--- config.mk ---
export PLATFORM = sky130hd
export DESIGN_NAME = dptr_ctrl
export DESIGN_NICKNAME = d
export VERILOG_FILES = /design/src/rtl/dptr_pkg.sv /design/src/rtl/dptr_ctrl.sv
export SDC_FILE = /design/constraint.sdc
export NUM_CORES = 1
export LEC_CHECK = 0
export ABC_AREA = 1
export BUFFER_PORTS_ARGS = -buffer_cell sky130_fd_sc_hd__buf_2
export CORE_AREA = 2 2 39 41
export DETAILED_ROUTE_END_ITERATION = 16
export DIE_AREA = 0 0 41 43
export GPL_TIMING_DRIVEN = 0
export SLEW_MARGIN = 10
export SYNTH_ARGS = -nofsm -noshare
export SYNTH_HDL_FRONTEND = slang
export SYNTH_SLANG_ARGS = --single-unit
--- constraint.sdc ---
create_clock -name clk -period 2.2 [get_ports clk]
set_clock_uncertainty 0.2 [all_clocks]
set_input_delay 0.44 -clock clk [delete_from_list [all_inputs] [get_ports clk]]
set_output_delay 0.44 -clock clk [all_outputs]
set_load 0.05 [all_outputs]
--- src/rtl/dptr_pkg.sv ---
// ----------------------------------------------------------------------------
// dptr_pkg: shared types and constants of the double precision twister rng
// controller/datapath command and status bundles, register codes, defaults
// ----------------------------------------------------------------------------
package dptr_pkg;

	// default generator geometry
	localparam int POOL_ENTRIES_DEF = 191;
	localparam int LEFT_SHIFT_DEF   = 19;
	localparam int PICK_OFFSET_DEF  = 117;

	// fixed field widths
	localparam int WORD_W      = 64;
	localparam int ENTRY_W     = 2 * WORD_W;
	localparam int CFG_INDEX_W = 2;

	// seeding chain
	localparam logic [63:0] SEED_MULT   = 64'h5851_F42D_4C95_7F2D;
	localparam int          CHAIN_SHIFT = 62;
	localparam int          TEMPER_SHIFT = 12;
	localparam int          LUNG_ROT    = 32;

	// register reset values
	localparam logic [63:0] MASK_LO_RST   = 64'h000F_FAFF_FFFF_FB3F;
	localparam logic [63:0] MASK_HI_RST   = 64'h000F_FDFF_FC90_FFFD;
	localparam logic [63:0] MANT_MASK_RST = 64'h000F_FFFF_FFFF_FFFF;
	localparam logic [63:0] EXP_BITS_RST  = 64'h3FF0_0000_0000_0000;

	typedef enum logic [CFG_INDEX_W-1:0] {
		CFG_MASK_LO   = 2'd0,
		CFG_MASK_HI   = 2'd1,
		CFG_MANT_MASK = 2'd2,
		CFG_EXP_BITS  = 2'd3
	} cfg_reg_t;

	// which partial product of the 64x64 low-half multiply
	typedef enum logic [1:0] {
		MUL_LO_LO,
		MUL_HI_LO,
		MUL_LO_HI
	} mul_step_t;

	typedef struct packed {
		logic      clear_wr;
		logic      seed_load;
		logic      seed_store;
		logic      mul_en;
		mul_step_t mul_step;
		logic      regen_rd;
		logic      regen_wr;
		logic      next_rd;
		logic      next_out;
	} dp_cmd_t;

	typedef struct packed {
		logic idx_last;
		logic seed_last;
		logic pool_empty;
		logic out_free;
	} dp_status_t;

endpackage

--- src/rtl/dptr_ctrl.sv ---
// ----------------------------------------------------------------------------
// dptr_ctrl: sequencer of the twister rng
// walks the clearing pass, seeding chain, regeneration and word reads
// ----------------------------------------------------------------------------
module dptr_ctrl (
	input  logic                  clk,
	input  logic                  arst_n,
	input  logic                  in_valid,
	input  logic                  in_is_seed,
	output logic                  in_ready,
	output dptr_pkg::dp_cmd_t     cmd,
	input  dptr_pkg::dp_status_t  status
);
	import dptr_pkg::*;

	typedef enum logic [3:0] {
		ST_CLEAR,
		ST_IDLE,
		ST_SEED_STORE,
		ST_SEED_M0,
		ST_SEED_M1,
		ST_SEED_M2,
		ST_REGEN_RD,
		ST_REGEN_WR,
		ST_NEXT_RD,
		ST_NEXT_OUT
	} state_t;

	state_t state_q;
	state_t state_d;
	logic   accept;

	assign in_ready = (state_q == ST_IDLE);
	assign accept   = in_ready && in_valid;

	always_comb begin
		state_d = state_q;
		cmd     = '0;
		unique case (state_q)
			ST_CLEAR: begin
				cmd.clear_wr = 1'b1;
				if (status.idx_last) state_d = ST_IDLE;
			end
			ST_IDLE: begin
				if (accept) begin
					if (in_is_seed) begin
						cmd.seed_load = 1'b1;
						state_d       = ST_SEED_STORE;
					end else if (status.pool_empty) begin
						state_d = ST_REGEN_RD;
					end else begin
						state_d = ST_NEXT_RD;
					end
				end
			end
			ST_SEED_STORE: begin
				cmd.seed_store = 1'b1;
				state_d = status.seed_last ? ST_IDLE : ST_SEED_M0;
			end
			ST_SEED_M0: begin
				cmd.mul_en   = 1'b1;
				cmd.mul_step = MUL_LO_LO;
				state_d      = ST_SEED_M1;
			end
			ST_SEED_M1: begin
				cmd.mul_en   = 1'b1;
				cmd.mul_step = MUL_HI_LO;
				state_d      = ST_SEED_M2;
			end
			ST_SEED_M2: begin
				cmd.mul_en   = 1'b1;
				cmd.mul_step = MUL_LO_HI;
				state_d      = ST_SEED_STORE;
			end
			ST_REGEN_RD: begin
				cmd.regen_rd = 1'b1;
				state_d      = ST_REGEN_WR;
			end
			ST_REGEN_WR: begin
				cmd.regen_wr = 1'b1;
				state_d = status.idx_last ? ST_NEXT_RD : ST_REGEN_RD;
			end
			ST_NEXT_RD: begin
				cmd.next_rd = 1'b1;
				state_d     = ST_NEXT_OUT;
			end
			ST_NEXT_OUT: begin
				if (status.out_free) begin
					cmd.next_out = 1'b1;
					state_d      = ST_IDLE;
				end
			end
			default: state_d = ST_CLEAR;
		endcase
	end

	always_ff @(posedge clk or negedge arst_n) begin
		if (!arst_n) begin
			state_q <= ST_CLEAR;
		end else begin
			state_q <= state_d;
		end
	end

endmodule

==> flow_metrics.tcl <==
set metrics [dict create \
    outcome "finished clean" \
    r2r_start "state_q[3]" \
    h-tree-depth 1 \
    hold_depth 4 \
    netlist.top_cell.by_area "dfrtp_1" \
    crit_cells 4 \
    routed_wirelength_um 993 \
    floorplan.initialDensity_pct 33.82 \
    ys_ff_latch 4 \
    hp-class "in2reg" \
    clock_latency_ps 230 \
    r2r_slack_ps 760 \
    largest_register_ffs 4 \
    p_leak_uw 0.0003879 \
    met2_usage_pct 20.00 \
    timing.fmax_ghz 0.4719 \
    cp_slowest_cell "dfrtp_1" \
    cts_tree "yes" \
    finalHoldViolations 0 \
    critical_path_class "reg2out" \
    dieArea_sq_um 1763 \
    setup_tns_ps 0 \
    hold_end "state_q[3]" \
    cts_root_buffer "clkbuf_4" \
    endpoint_kind "output pin" \
    power_uw 966.9 \
    synth-main-ff-cell "dfrtp_1" \
    grt_pass1_vias 424 \
    drc 0 \
    worstPathArrival_ps 1480 \
    crit_fanout 7 \
    cp_num_buf_inv 1 \
    cpLargestDelayFamily "simple AND/OR/NAND/NOR gates" \
    syn_to_final_growth_pct 32.62 \
    cts.path.max_buffers 2 \
    syn-cell-area_sq_um 467.9 \
    vias_per_cell 4.745 \
    ys_seq_area_share_pct 21.39 \
    fp.dieW_um 41 \
    diodes 0 \
    cts.sinks 4 \
    slew_violations 0 \
    overflow 0 \
    post_cts_buffers 0 \
    fillers 156 \
    worst_pin_slew_ps 306.9 \
    worstSetupStartpointType "flop" \
    dp_hpwl_um 843.6 \
    synth_edf_count 0 \
    stdcell_count 110 \
    ios 19 \
    synth_nets 80 \
    port_buffers 18 \
    vias 522 \
    largest-register "state_q" \
    fp.dieH_um 43 \
    wire_per_inst_um 9.027 \
    post-route-min-period_ps 2119 \
    antenna_left 0 \
    fin_crit_sh_pct 96.32 \
    yosysMostFrequentCell "nand2_1" \
    use_met1_pct 17.05 \
    drt_first_pass_iters 4 \
    cts_hold_buf 1 \
    multi_input_area_sq_um 304.0 \
    ys_top_cells_by_count "16 x nand2_1, 12 x inv_1, 11 x nor2_1" \
    cts_resized 0 \
    cp_cell_sequence "nor2_4, nand2_1, nor3_2, buf_2" \
    required_ps 1560 \
    r2r_cells 5 \
    grt_util_met3_pct 1.571 \
    placementRows 14 \
    gp_congestion 0.8150 \
    synthCells 72 \
    final-seq-area_sq_um 100.1 \
    cts.clk_slew.worst_paths_ps 40 \
    cap_violations 0 \
    dp.cells 106 \
    grt_setup_unrepaired "false" \
    powerDensity_nw_per_um2 1558 \
    grt-busiest-layer "met2" \
    r2r-end "state_q[2]" \
    max-vdd-ir-drop_mv 0.5103 \
    cpPeakStageDelay_ps 480 \
    setup-violations-final 0 \
    drive_gt1_share_pct 38.30 \
    grt_max_degree 10 \
    numCtsBuffers 3 \
    synth_top_area_share_pct 21.39 \
    synth_warnings 0 \
    synth_area_leaders "dfrtp_1 21%, nand2_1 13%, inv_1 9.6%" \
    max-slew-margin-rel_pct 79.54 \
    antenna_found_initial 0 \
    nNetsFinal 104 \
    coreArea_sq_um 1384 \
    hold_start "status[0]" \
    synth.distinct_cells 18 \
    async_flop_share_pct 100.0 \
    grt_pass1_wl_um 1580 \
    avgSynthCellArea_sq_um 6.499 \
    gr-usage-all-layers_pct 12.93 \
    top_regs "state_q: 4 flops" \
    drt_iter0_drc 15 \
]
final cells by class:
type,count,share of cell area (%)
repair buffers,19,16.13
well taps,16,3.226
multi-input cells,52,48.99
flip-flops and latches,4,16.13
plain buffers,1,2.419
inverters,15,9.476
clock buffers,3,3.629
layout by cell type, fill, tap and decap left out:
cell,n
a21oi_1,1
buf_2,18
buf_8,1
clkbuf_4,3
dfrtp_1,4
dlygate4sd3_1,1
inv_1,12
inv_2,2
inv_4,1
nand2_1,16
nand3_1,8
nand3_2,3
nand3b_1,1
nand4_1,2
nand4_2,1
nor2_1,11
nor2_2,1
nor2_4,3
nor2_8,1
nor3_2,2
o211ai_1,2
metal layers:
metal | share of wire (%) | up-vias | routed length (um)
li1 | - | 279 | -
met1 | 46 | 231 | 460
met2 | 50 | 12 | 493
met3 | 3.9 | 0 | 39
met4 | 0 | 0 | 0
met5 | 0 | - | 0
worst register-to-register path, cell delays in order (launching register included):
cell,delay (ps)
dfrtp_1,480
nor2_4,280
nand2_1,120
nor2_1,120
nor2_1,60
a21oi_1,120
worst max path at each step:
stage / start / end
2_1_floorplan: state_q[3] / cmd[8]
3_3_place_gp: state_q[3] / cmd[8]
3_5_place_dp: state_q[3] / cmd[8]
4_1_cts: state_q[3] / cmd[8]
5_1_grt: state_q[3] / cmd[6]
6_report: state_q[3] / cmd[8]
cell families (layout without fill, tap and decap cells):
kind of cell    count (synthesis)  count (layout)  synth area share [%]
buf+inv                        16              38                 15.78
simple gates                   49              49                 58.56
compound gates                  3               3                 4.276
flops                           4               4                 21.39
stage by stage:
| step | util, % | worst slack, ps | cell area [sq um] | hold WS, ps |
|---|---|---|---|---|
| after floorplan | - | 158.2 | 478.0 | -55.59 |
| after global placement | 42.50 | 317.6 | 588.1 | 45.87 |
| after detailed placement | 42.50 | 314.0 | 588.1 | 47.36 |
| after CTS | 44.85 | 67.14 | 620.6 | 328.8 |
| after global routing | 44.85 | 0.7175 | 620.6 | 359.9 |
| final | 44.85 | 81.01 | 620.6 | 326.3 |
power breakdown:
group / internal [uW] / total, uW / leakage (uW) / switching [uW]
registers: 104 / 150 / 0.0000521 / 46.3
clock network: 60.8 / 88.4 / 0.0000138 / 27.5
logic: 204 / 728 / 0.000322 / 524
total: 369 / 967 / 0.000388 / 598
Note: power is estimated with default switching activity, not from simulation.
